[config.mk]
export PLATFORM = sky130hd
export DESIGN_NAME = frg_ram
export DESIGN_NICKNAME = d
export VERILOG_FILES = /design/src/hdl/frg_ram.sv
export SDC_FILE = /design/constraint.sdc
export NUM_CORES = 2
export LEC_CHECK = 0
export BUFFER_PORTS_ARGS = -buffer_cell sky130_fd_sc_hd__buf_2
export CAP_MARGIN = 20
export CORE_ASPECT_RATIO = 0.6
export CORE_MARGIN = 4
export CORE_UTILIZATION = 60
export CTS_BUF_LIST = sky130_fd_sc_hd__clkbuf_8
export DETAILED_ROUTE_END_ITERATION = 16
export PLACE_DENSITY = 0.76
export SYNTH_ARGS = -nofsm -noshare
export SYNTH_HDL_FRONTEND = slang
export SYNTH_SLANG_ARGS = --single-unit
[constraint.sdc]
create_clock -name clk -period 5.01 [get_ports clk]
set_input_delay 0.7515 -clock clk [delete_from_list [all_inputs] [get_ports clk]]
set_output_delay 0.7515 -clock clk [all_outputs]
set_load 0.005 [all_outputs]
[src/hdl/frg_ram.sv]
// Generic single-write, single-read RAM with registered read data.
`default_nettype none
module frg_ram #(
  parameter int WIDTH = 8,
  parameter int DEPTH = 256
) (
  input  wire logic                     clk,
  input  wire logic                     we,
  input  wire logic [$clog2(DEPTH)-1:0] waddr,
  input  wire logic [WIDTH-1:0]         wdata,
  input  wire logic [$clog2(DEPTH)-1:0] raddr,
  output      logic [WIDTH-1:0]         rdata
);

  logic [WIDTH-1:0] mem [DEPTH];

  // Write port and registered read port.
  always_ff @(posedge clk) begin
    if (we) begin
      mem[waddr] <= wdata;
    end
    rdata <= mem[raddr];
  end

endmodule
`default_nettype wire

# Word-level counts from Yosys, hierarchy flattened
# Memories as Yosys holds them, arrays and structs flattened. A register that Yosys moved wholly into a read port is not among the register bits.
# Cells that the tools add are included.
# W data, S select, Z words.
[op_classes]
n_mux = 2
[ops]
columns = ["operator", "count"]
rows = [
  ["$mux W1", 2],
]
[word_totals]
regBits = 0
ram_bits = 2048
inputBits = 26
out_inout_bits = 8
elab_cells = 3
n_memories = 1
[mem_list]
columns = ["name", "depth", "width", "rd", "rd_clocked_by_memory_dff", "write_ports", "line", "rtl"]
rows = [
  ["mem", 256, 8, 1, 1, 1, "15", "logic [WIDTH-1:0] mem [DEPTH];"],
]

# Logic depth before layout (Yosys ltp)
[depth]
ltp_word = 2
ltp_mapped = 11
mapped_depth_nobuf = 6

# Worst setup path before layout
# OpenSTA, ideal clock, no wires.
[synth_path]
path_type = "input-to-reg"
from = "input port raddr[0]"
to = "register rdata[2], read port of mem"
setup_ns = 0.131
t_arrival_ns = 2.558
slack_ns = 2.321
path_stages = 9
cell_sequence = "buf_6 buf_12 buf_8 buf_2 mux4_2 a22oi_1 a21oi_1 nor4_1 nor4_2"
[synth_lines]
columns = ["item", "line", "rtl"]
rows = [
  ["start: declaration", "11", "input wire logic [$clog2(DEPTH)-1:0] raddr,"],
  ["end: declaration", "12", "output logic [WIDTH-1:0] rdata"],
]

==> results.py <==
metrics = {
    "sta": {
        "setup_violations": 0,
        "slew_headroom_pct": 23.81,
        "grt_setup_unrepaired": "no",
        "finalMaxSlewViolations": 0,
        "tns_ps": 0,
        "fin_crit_ps": 3350,
        "post-route-period-util_pct": 66.87,
        "finClkSkew_ps": 45.41,
        "timing.fmax_ghz": 0.2985,
        "worst_pin_slew_ps": 1132,
        "finalHoldViolCount": 0,
    },
    "global_route": {
        "grt_pass1_wl_mm": 284.1,
        "track_usage_pct": 28.42,
        "gr-total-overflow": 0,
        "grt_max_degree": 145,
        "grt_pass1_vias": 39680,
        "antenna_found_initial": 15,
    },
    "yosys": {
        "syn_nets": 3759,
        "netlist_instances": 3733,
        "avgSynthCellArea_sq_um": 21.31,
        "synth_ff_type": "edfxtp_1",
        "ys.warnings.count": 0,
        "synth_edf_count": 2048,
        "ys_seq_area_share_pct": 77.50,
        "synth_seq_cells": 2056,
        "ys_types": 55,
        "synth_area_sq_mm": 0.07956,
        "synthArstFlopShare_pct": 0,
    },
    "floorplanning": {
        "io-pin-count": 34,
        "die_y_um": 290.1,
        "initial_utilization_pct": 60.46,
        "die_w_um": 478.1,
        "core-area_sq_mm": 0.1316,
        "dieArea_sq_mm": 0.1387,
        "rows": 103,
    },
    "clocking": {
        "hold_buffers": 0,
        "post-cts-setup-buffers": 0,
        "cts_buffers": 292,
        "ctsResizeCount": 0,
        "clockBufferDepth": 4,
        "cts_tree": "built",
        "insertion_delay_ps": 980,
        "cts_sinks": 2056,
        "clk_pin_slew_ps": 70,
        "cts-root-buf": "clkbuf_8",
        "cts.htree.levels": 5,
    },
    "power_and_ir_drop": {
        "switching_power_mw": 7.319,
        "internal_power_mw": 25.33,
        "power.density_mw_per_mm2": 375.6,
        "p_sw_share_pct": 22.42,
        "power_frac_clock_pct": 36.5,
        "combPwrFrac_pct": 5.3,
        "seq_power_share_pct": 58.2,
        "ir_drop_mv": 0.3519,
        "power_leakage_nw": 27.07,
    },
    "drt": {
        "drtPass1Iterations": 7,
        "drt_iter0_drc": 7184,
        "wl_per_cell_um": 32.91,
        "wl_mm": 195.6,
        "drc_errors": 0,
        "vias_per_cell": 6.860,
        "vias": 40770,
        "drtAntennaViolNets": 0,
    },
    "status": {
        "status": "completed",
    },
    "layout": {
        "final_cell_mix": "edfxtp_1 (2048), mux4_2 (454), clkbuf_8 (304)",
        "final_nets": 3980,
        "seqCellArea_sq_mm": 0.06166,
        "final_common_cell": "edfxtp_1",
        "fin_cells": 5944,
        "multiInputGateArea_sq_mm": 0.01649,
        "drive_gt1_share_pct": 23.45,
        "syn_to_final_growth_pct": 9.277,
        "fill_cells": 8220,
    },
    "setup_path": {
        "cp-end-kind": "register",
        "crit_fanout": 72,
        "critPathLaunch": "raddr[0]",
        "rr_startpoint": "mem[210][3]",
        "required_ps": 5830,
        "worstSetupPathType": "primary input to register",
        "critical_path.startpoint_type": "primary input",
        "cp.arrival_ps": 4170,
        "reg2reg_slack_ps": 2140,
    },
    "placement": {
        "io_buffers": 33,
        "place_hpwl_mm": 121.3,
        "dp.cells": 5445,
        "gp_congestion": 0.9139,
    },
    "flow_run": {
        "drv_cap": 0,
    },
    "worst_hold_path": {
        "min_path_type": "primary input to register",
        "hold_start": "wdata[4]",
    },
}
==> path summary, 6_finish.rpt <==
path / cells after the start / to
min: 1 / mem[58][4]
min reg2reg: 6 / rdata[5]
max: 8 / rdata[0]
max reg2reg: 6 / rdata[3]
==> cells in the mapped netlist (all sizes together), types with 5 or more instances <==
library cell,count,area share (%)
nor3,22,0.14
a2111oi,5,0.066
nand2,33,0.16
a22oi,133,1.3
o22ai,28,0.22
nand2b,8,0.063
a211oi,16,0.15
a21oi,96,0.60
edfxtp,2048,77
buf,122,1.3
o32ai,5,0.064
nand4,10,0.079
o21ai,12,0.075
and2,6,0.047
nor2,282,1.3
clkbuf,111,0.52
o22a,5,0.055
o221ai,47,0.53
mux2i,134,1.7
dfxtp,8,0.20
nor2b,31,0.24
nor4,27,0.24
a22o,8,0.088
a221oi,14,0.16
o211ai,10,0.094
nand3,34,0.21
mux4,456,13
==> critical path: stages <==
cell and delay, ps:
buf_8 450, buf_12 480, mux4_2 590, a22oi_1 480, a21oi_1 300, nor4_1 560, buf_4 230, nor4_2 40
==> metrics by stage <==
stage               hold slack [ps]  power, mW  util, %  instance area (sq um)  setup WS (ps)
detailed placement            907.1      21.05    62.23                  81880          790.4
global placement              882.6      21.01    62.22                  81860          564.7
floorplan                     769.9      20.26        -                  79560           2321
finish                        214.1      32.65    66.07                  86940           1660
global route                  192.5      33.66    66.06                  86920           1519
CTS                           151.8      32.70    66.05                  86910           1833
==> routing by layer <==
layer / up-vias / share of wire [%] / track usage, % / wire, um
met5: - / 0.0051 / 0 / 10
met4: 2 / 2.0 / 6.628 / 3873
met3: 328 / 17 / 10.04 / 32500
met2: 3344 / 42 / 37.52 / 81440
met1: 20940 / 40 / 45.93 / 77810
li1: 16160 / - / - / -
==> cell type report <==
cell class | instances | area share, %
Antenna cell | 10 | 0.02878
Clock buffer | 299 | 4.734
Clock inverter | 190 | 1.059
Inverter | 2 | 0.008635
Multi-Input combinational cell | 1442 | 18.96
Sequential cell | 2056 | 70.92
Tap cell | 1785 | 2.569
Timing Repair Buffer | 160 | 1.714
==> registers in the layout, summed over array words and instances (netlist names) <==
name and count:
mem 2048, rdata 8
==> power by group through the flow <==
stage | combinational [mW] | clock (mW) | sequential (mW)
3_5_place_dp | 1.69 | 0 | 19.4
2_1_floorplan | 0.921 | 0 | 19.3
4_1_cts | 1.69 | 12.0 | 19.0
5_1_grt | 1.80 | 12.9 | 19.0
6_report | 1.73 | 11.9 | 19.0
3_3_place_gp | 1.65 | 0 | 19.4
==> logic make-up after synthesis <==
| group | count (synthesis) | synth area share, % |
|---|---|---|
| and+or+nand+nor | 466 | 2.628 |
| AOI/OAI and AO/OA | 385 | 3.419 |
| buffers and inverters | 235 | 1.831 |
| muxes | 591 | 14.62 |
| DFF | 2056 | 77.50 |
(Power assumes the default switching activity.)
