## config.mk

```make
export PLATFORM = sky130hd
export DESIGN_NAME = frg_alu
export DESIGN_NICKNAME = d
export VERILOG_FILES = /design/src/hdl/frg_pkg.sv /design/src/hdl/frg_alu.sv
export SDC_FILE = /design/constraint.sdc
export NUM_CORES = 1
export LEC_CHECK = 0
export CAP_MARGIN = 20
export CORE_MARGIN = 2
export CORE_UTILIZATION = 38
export DETAILED_ROUTE_END_ITERATION = 16
export DONT_BUFFER_PORTS = 1
export SLEW_MARGIN = 20
export SYNTH_ARGS = -nofsm -noshare
export SYNTH_HDL_FRONTEND = slang
export SYNTH_SLANG_ARGS = --single-unit
```

## constraint.sdc

```tcl
create_clock -name vclk -period 17.3
set_input_delay 3.46 -clock vclk [all_inputs]
set_output_delay 3.46 -clock vclk [all_outputs]
set_load 0.02 [all_outputs]
```

## src/hdl/frg_pkg.sv

```systemverilog
// Shared constants and types of the fragment reassembler.
`default_nettype none
package frg_pkg;

  localparam int CHANNELS     = 8;
  localparam int BUFFER_BYTES = 256;
  localparam int CHAN_W       = (CHANNELS > 1) ? $clog2(CHANNELS) : 1;
  localparam int OFF_W        = (BUFFER_BYTES > 1) ? $clog2(BUFFER_BYTES) : 1;
  localparam int STORE_DEPTH  = CHANNELS << OFF_W;
  localparam int STORE_AW     = CHAN_W + OFF_W;
  localparam int TIME_W       = 48;
  localparam int LEN_W        = 9;
  localparam int FC_W         = 10;

  // Command codes.
  localparam logic [2:0] CMD_FRAG  = 3'd0;
  localparam logic [2:0] CMD_TICK  = 3'd1;
  localparam logic [2:0] CMD_RST   = 3'd2;
  localparam logic [2:0] CMD_RSTA  = 3'd3;
  localparam logic [2:0] CMD_READ  = 3'd4;

  // Result status codes.
  localparam logic [1:0] ST_NONE   = 2'd0;
  localparam logic [1:0] ST_DELIV  = 2'd1;
  localparam logic [1:0] ST_ERROR  = 2'd2;
  localparam logic [1:0] ST_RDATA  = 2'd3;

  // Operands of the shared add / subtract unit.
  typedef struct packed {
    logic [TIME_W-1:0] a;
    logic [TIME_W-1:0] b;
    logic              sub;
  } alu_req_t;

endpackage
`default_nettype wire

```

## src/hdl/frg_alu.sv

```systemverilog
// Shared 48-bit adder / subtractor for the byte position, length, deadline and tick steps.
`default_nettype none
module frg_alu import frg_pkg::*; (
  input  wire alu_req_t          req,
  output      logic [TIME_W:0]   sum
);

  // Bit TIME_W is the carry of an add or the borrow of a subtract.
  always_comb begin
    if (req.sub) begin
      sum = {1'b0, req.a} - {1'b0, req.b};
    end else begin
      sum = {1'b0, req.a} + {1'b0, req.b};
    end
  end

endmodule
`default_nettype wire

```

### Word level (Yosys, flattened, before mapping)

Cells that the tools add are included.
W data, S select, Z words.

| word-level totals | value |
|---|---|
| bits in registers | 0 |
| input port bits | 97 |
| output and inout bits | 49 |
| word-level logic and storage cells | 3 |

| cells by class | value |
|---|---|
| add/sub/neg operators | 2 |
| muxes and demuxes | 1 |

Operators with widths:

| kind | count |
|---|---|
| $add A48 B48 Y49 | 1 |
| $mux W49 | 1 |
| $sub A48 B48 Y49 | 1 |

### Longest topological paths before layout

Gate-level depths: netlist (run 1).

| logic depth | value |
|---|---|
| depth in word-level cells | 2 |
| mapped depth | 20 |
| gate-level depth less buffers | 18 |

### Least setup slack after synthesis (run 1)

No wires, ideal clock.

| timing path | value |
|---|---|
| path type | input to output |
| start | input port req[11] (netlist name) |
| end | output port sum[39] |
| arrival time | 7.441 ns |
| data required time | 13.840 ns |
| path slack | 6.399 ns |
| stages on the path | 15 |
| path buffers | 0 |
| cells stage by stage | or4_4 -> or3_4 -> nor3_2 -> and2_2 -> nor2_1 -> xnor2_1 -> ha_1 -> a21o_1 -> o21bai_1 -> a21o_1 -> a21o_1 -> o21ai_1 -> a211oi_2 -> o211a_1 -> a2111oi_1 |

| on the way | value |
|---|---|
| longest elaborated chain between the ends | 2 |
| elaborated cells on any way between the ends | 3 |
| those cells by class | add/sub: 2; mux: 1 |

RTL lines:

| element | line | source |
|---|---|---|
| from (decl) | frg_alu.sv:4 | `input wire alu_req_t req,` |
| $add A48 B48 Y49 / $sub A48 B48 Y49 (equally long branches) | frg_alu.sv:13, frg_alu.sv:11 |  |
| $mux W49 (*) | frg_alu.sv:10 | `if (req.sub) begin` |
| to (decl) | frg_alu.sv:5 | `output logic [TIME_W:0] sum` |

Every way passes the cells marked *; elsewhere a longest branch is shown, timed or not.

### Final worst setup path (run 1)

| timing path | value |
|---|---|
| start | input port req[11] (netlist name) |
| end | output port sum[42] |

Same word-level chain as after synthesis.

==> summary.txt, run 1 <==
Critical path
  • Required time worst endpoint: 13.84 ns
  • Critical Path Slowest Stage Cell: sky130_fd_sc_hd__a311oi_1
  • Category of the most critical setup path: in2out
  • Launching element type of the critical path: primary input
  • Maximum net fanout on the critical path: 7
  • Cells traversed along the worst timing path: or4_4 -> or3_4 -> nor3b_4 -> nand2_2 -> nor2_1 -> nor2_1 -> xnor2_1 -> ha_1 -> nand4_1 -> or2_2 -> a2111oi_2 -> nor2_1 -> o2111a_1 -> a311oi_1
  • Count of buffering cells on the critical path with inverters included: 0
  • Crit-path leading delay family: simple AND/OR/NAND/NOR gates
  • Kind of end point of the critical path: output pin
  • Most frequent cell on the critical path: sky130_fd_sc_hd__nor2_1
  • Data arrival time of the critical path: about 7.8 ns
  • Delay contributed by the slowest stage of the critical path: 0.70 ns

Final layout
  • Share of layout cells above drive strength 1: between 4 and 5%
  • Count of flip-flops and latches: 0
  • Register cell area after layout: 0 µm²
  • Antenna cell count: 0
  • Final standard cell area without fillers: 4110 µm²
  • Final Net Count: 736
  • Area taken by multi-input logic gates: 3850 µm²
  • Relative area change from synthesis to final layout: 1.70%
  • Number of filler cells placed in the layout: about 1100
  • Number of clock buffers in the layout: 0

Worst hold path
  • Class of the most critical hold timing path: in2out

Logic synthesis
  • Yosys warning count: 0
  • Library cell occupying the most area in the post-synthesis netlist: sky130_fd_sc_hd__ha_1
  • Synthesized Nets: 761
  • Synthesized area: 4050 µm²
  • Per-instance average area after synthesis: 6.59 µm²
  • Register area share after synthesis: 0%
  • Count of unique library cells instantiated by Yosys: between 60 and 70
  • Ranking of synthesized cells by area: sky130_fd_sc_hd__ha_1 (15%), sky130_fd_sc_hd__xnor2_1 (15%), sky130_fd_sc_hd__a21oi_1 (10%)
  • Number of instances in the synthesized netlist: 614
  • Post-synth top area share: 15.2%

Global route
  • Grt total ovfl: 0
  • Largest net degree at the start of global routing: 49
  • Wire length of the first global-routing pass: roughly 20000 µm
  • Global Route Usage Sum: between 20 and 25%
  • Number of antenna violations at the first check in global routing: 0
  • Number of global-route vias before repair: 4064

Floorplan
  • Starting density of the core: 39.2%
  • Total core area: about 10000 µm²
  • Row count: 37
  • Die Wd: 107 µm
  • Die Area: ~11000 µm²
  • Die H: 107 µm
  • # IOs: 146

Route
  • Vias per cell: roughly 6
  • Starting DRC count in detailed routing: just under 300
  • Antenna Nets Post-Route: 0
  • Routed WL per cell: 18.0 µm
  • Total iterations of the first detailed-routing run: 5
  • Drt total wl: 13000 µm
  • Total number of vias: 4376
  • Number of design rule violations left after detail routing: 0

Clock network
  • Post-CTS setup buffer count: 0
  • Cells resized by post-CTS repair: 0
  • Hold-fix buffers at CTS: 0

Timing
  • # setup viols final: 0
  • Transition time at the pin with the least slew margin: 0.843 ns
  • Final Cycle Share: 65.0%
  • Minimum clock period: ~11 ns
  • Final Hold Fails: 0
  • Relative max-transition margin: 43.4%
  • Summed negative setup slack over all endpoints: 0 ns
  • Unrepaired setup endpoints after global routing: no
  • Fmax: 88.9 MHz
  • Final Worst Setup Slack: 6.05 ns
  • Max-slew violation count: 0

Pwr
  • Total leakage power: approximately 1.6 nW
  • Worst VDD drop: approximately 0.028 mV
  • Power consumption: between 0.2 and 0.3 mW
  • Power Density: 60.9 nW/µm²

Flow run
  • Max_cap viols: 0

Place
  • DP HPWL: 11400 µm
  • Placed inst area: 4110 µm²
  • Final Wtd Congestion: between 0.9 and 1
  • IO buf count: 0
  • Worst-case setup slack after placement: between 6 and 7 ns

Status
  • Result of the run: completed
## logic make-up (layout without fill, tap and decap cells)
kind of cell | count (synthesis) | after routing | share of synthesized area (%)
and+or+nand+nor | 220 | 220 | 27.8
buffers and inverters | 50 | 23 | 4.73
adders and majority gates | 50 | 50 | 15.7
AOI/OAI and AO/OA | 205 | 205 | 32.5
xor gates and xnor gates | 87 | 87 | 18.8
muxes | 2 | 2 | 0.495
## layer usage
metal	vias to the layer above	share of wire [%]	track usage (%)
met5	-	0	0
li1	2207	-	-
met2	164	44	35.8
met1	1991	45	29.4
met3	14	9.5	5.11
met4	0	1.6	2.88
## through the flow
stage                     hold WS, ns  std cells  util, %
after floorplan                  7.11        614        -
after global placement           7.12        723     39.8
after detailed placement         7.13        723     39.8
after CTS                        7.13        723     39.8
after global routing             7.13        723     39.8
final                            7.12        723     39.8
## synthesized netlist by cell type (all sizes together) (3+ instances only)
| cell | count |
|---|---|
| xnor2 | 69 |
| a21boi | 3 |
| nor3 | 26 |
| ha | 49 |
| o2111a | 3 |
| or3 | 4 |
| a21oi | 82 |
| a211oi | 5 |
| nor3b | 4 |
| and3 | 7 |
| inv | 22 |
| a221oi | 3 |
| or4 | 3 |
| o21a | 4 |
| xor2 | 18 |
| a31oi | 18 |
| nor2b | 4 |
| nand4 | 15 |
| o41ai | 3 |
| nand3 | 13 |
| o21bai | 12 |
| nor2 | 70 |
| clkbuf | 22 |
| a21o | 21 |
| a2111oi | 3 |
| buf | 6 |
| o21ai | 32 |
| nor4 | 11 |
| or2 | 3 |
| a211o | 3 |
| nand2b | 4 |
| and2 | 6 |
| nand2 | 47 |
## where the power goes
group / leakage, nW / total (mW) / switching [mW] / internal [mW]
registers: 0 / 0 / 0 / 0
clock network: 0 / 0 / 0 / 0
logic: 1.63 / 0.251 / 0.168 / 0.0824
total: 1.63 / 0.251 / 0.168 / 0.0824
## area by class of cell
cell class	count	share of cell area (%)
inverter	22	2.01
multi-input combinational	564	93.7
tap	136	4.14
timing repair buffer	1	0.182
## path summary, 6_finish.rpt
path,endpoint,from,depth (start not counted)
hold / removal,sum[0],req[1],2
setup / recovery,sum[42],req[11],14
## cells in the final DEF, fill, tap and decap left out, types with 21 or more instances in the layout
cell / count
sky130_fd_sc_hd__a21oi_1: 82
sky130_fd_sc_hd__nor3_1: 24
sky130_fd_sc_hd__nor2_1: 69
sky130_fd_sc_hd__o21ai_0: 30
sky130_fd_sc_hd__nand2_1: 46
sky130_fd_sc_hd__xnor2_1: 69
sky130_fd_sc_hd__ha_1: 49
sky130_fd_sc_hd__inv_1: 22
sky130_fd_sc_hd__a21o_1: 21
No activity file was read; power rests on OpenSTA's default activity.
==> inputs of run 2 (changes only) <==
Clock period 17.3 ns to 10.75 ns, I/O delays scaled along.
==> summary.txt, run 2 (synthesized netlist as in run 1, its figures left out) <==
Floorplan
  • Die Wd: around 110 µm
  • Starting density of the core: between 30% and 40%
  • Row count: 37
  • Total core area: approximately 10000 µm²
  • Die Area: 11500 µm²
  • # IOs: 146
  • Die H: 107 µm

Pwr
  • Switching share of total power: 67.3%
  • Sequential share of power: 0%
  • Clk pwr share: 0%
  • Total leakage power: 1.63 nW
  • Comb power frac: 100.0%
  • Net Sw Power: 0.273 mW
  • Cell internal pwr: 0.133 mW
  • Worst VDD drop: 0.0432 mV
  • Power Density: 98.6 nW/µm²

Route
  • Drt total wl: 13200 µm
  • Vias per cell: between 6 and 7
  • Antenna Nets Post-Route: 0
  • Total number of vias: 4357
  • Number of design rule violations left after detail routing: 0
  • Total iterations of the first detailed-routing run: 5
  • Routed WL per cell: 18.2 µm
  • Starting DRC count in detailed routing: 320

Global route
  • Number of global-route vias before repair: 4123
  • Global Route Usage Sum: 21.8%
  • Largest net degree at the start of global routing: between 40 and 50
  • Number of antenna violations at the first check in global routing: 0
  • Grt total ovfl: 0
  • Wire length of the first global-routing pass: between 20000 and 25000 µm

Timing
  • Minimum clock period: just under 9 ns
  • Unrepaired setup endpoints after global routing: no
  • Summed negative setup slack over all endpoints: 0 ns
  • Final Cycle Share: 80.7%
  • Hold Worst Slack: 4.51 ns
  • Final Hold Fails: 0
  • Fmax: 115 MHz
  • Max-slew violation count: 0
  • Relative max-transition margin: 32.4%
  • Transition time at the pin with the least slew margin: 0.988 ns
  • # setup viols final: 0

Critical path
  • Launching element type of the critical path: primary input
  • Required time worst endpoint: 8.60 ns
  • Category of the most critical setup path: in2out
  • Maximum net fanout on the critical path: 7
  • Data arrival time of the critical path: 6.53 ns
  • Kind of end point of the critical path: output pin

Place
  • Number of instances in the placed design: 723
  • IO buf count: 0
  • Final Wtd Congestion: 0.970
  • Placed inst area: 4110 µm²
  • DP HPWL: 11500 µm

Final layout
  • Non-filler instance count after layout: 723
  • Count of flip-flops and latches: 0
  • Relative area change from synthesis to final layout: 1.70%
  • Final standard cell area without fillers: 4110 µm²
  • Final Net Count: 736
  • Number of filler cells placed in the layout: 1125
  • Number of clock buffers in the layout: 0
  • Leading cell types in the layout, fill and taps excluded: sky130_fd_sc_hd__a21oi_1 (82), sky130_fd_sc_hd__nor2_1 (69), sky130_fd_sc_hd__xnor2_1 (69), sky130_fd_sc_hd__ha_1 (49), sky130_fd_sc_hd__nand2_1 (46)
  • Antenna cell count: 0
  • Most frequent standard cell in the layout excluding fill and tap cells: sky130_fd_sc_hd__a21oi_1
  • Register cell area after layout: 0 µm²
  • Share of layout cells above drive strength 1: ~4.3%

Flow run
  • Max_cap viols: 0

Worst hold path
  • Class of the most critical hold timing path: in2out

Clock network
  • Hold-fix buffers at CTS: 0
  • Post-CTS setup buffer count: 0
  • Cells resized by post-CTS repair: 0

Status
  • Result of the run: completed
[run 2: cell counts in the layout (fill, tap and decap cells not counted)]
No cell type changed its count.
[run 2: layout make-up]
type	instances	area (µm²)	area share, %
well taps	136	170	4.14
multi-input cells	564	3850	93.7
inverters	22	82.6	2.01
repair buffers	1	7.51	0.182
[run 2: critical path, cell delays in order]
cell and delay (ns):
sky130_fd_sc_hd__or4_4 0.53, sky130_fd_sc_hd__or3_4 0.36, sky130_fd_sc_hd__nor3b_4 0.29, sky130_fd_sc_hd__nand2_2 0.15, sky130_fd_sc_hd__nor2_1 0.12, sky130_fd_sc_hd__nor2_1 0.06, sky130_fd_sc_hd__xnor2_1 0.12, sky130_fd_sc_hd__ha_1 0.42
sky130_fd_sc_hd__nand4_1 0.15, sky130_fd_sc_hd__or2_2 0.34, sky130_fd_sc_hd__a2111oi_2 0.55, sky130_fd_sc_hd__nor2_1 0.26, sky130_fd_sc_hd__o2111a_1 0.30, sky130_fd_sc_hd__a311oi_1 0.72
[run 2: final timing paths]
kind,startpoint,depth (start not counted),slack [ns],end
worst max-delay path,req[11],14,2.07,sum[42]
worst min-delay path,req[1],2,4.51,sum[0]
[run 2: stage by stage]
step / power, mW / setup slack (ns) / utilization, %
global placement: 0.400 / 2.09 / 39.8
global route: 0.441 / 1.83 / 39.8
detailed placement: 0.402 / 2.07 / 39.8
CTS: 0.403 / 2.07 / 39.8
finish: 0.406 / 2.07 / 39.8
floorplan: 0.340 / 2.47 / -
[run 2: layer usage]
| layer | global-route usage, % | wire, µm |
|---|---|---|
| met2 | 36.2 | 5800 |
| met1 | 29.4 | 5820 |
| met3 | 4.44 | 1250 |
| met5 | 0 | 0 |
| met4 | 3.34 | 284 |
[run 2: power groups by stage]
stage	sequential, mW	combinational [mW]	clock (mW)
after floorplan	0	0.340	0
after global placement	0	0.400	0
after detailed placement	0	0.402	0
after CTS	0	0.403	0
after global routing	0	0.441	0
final	0	0.406	0
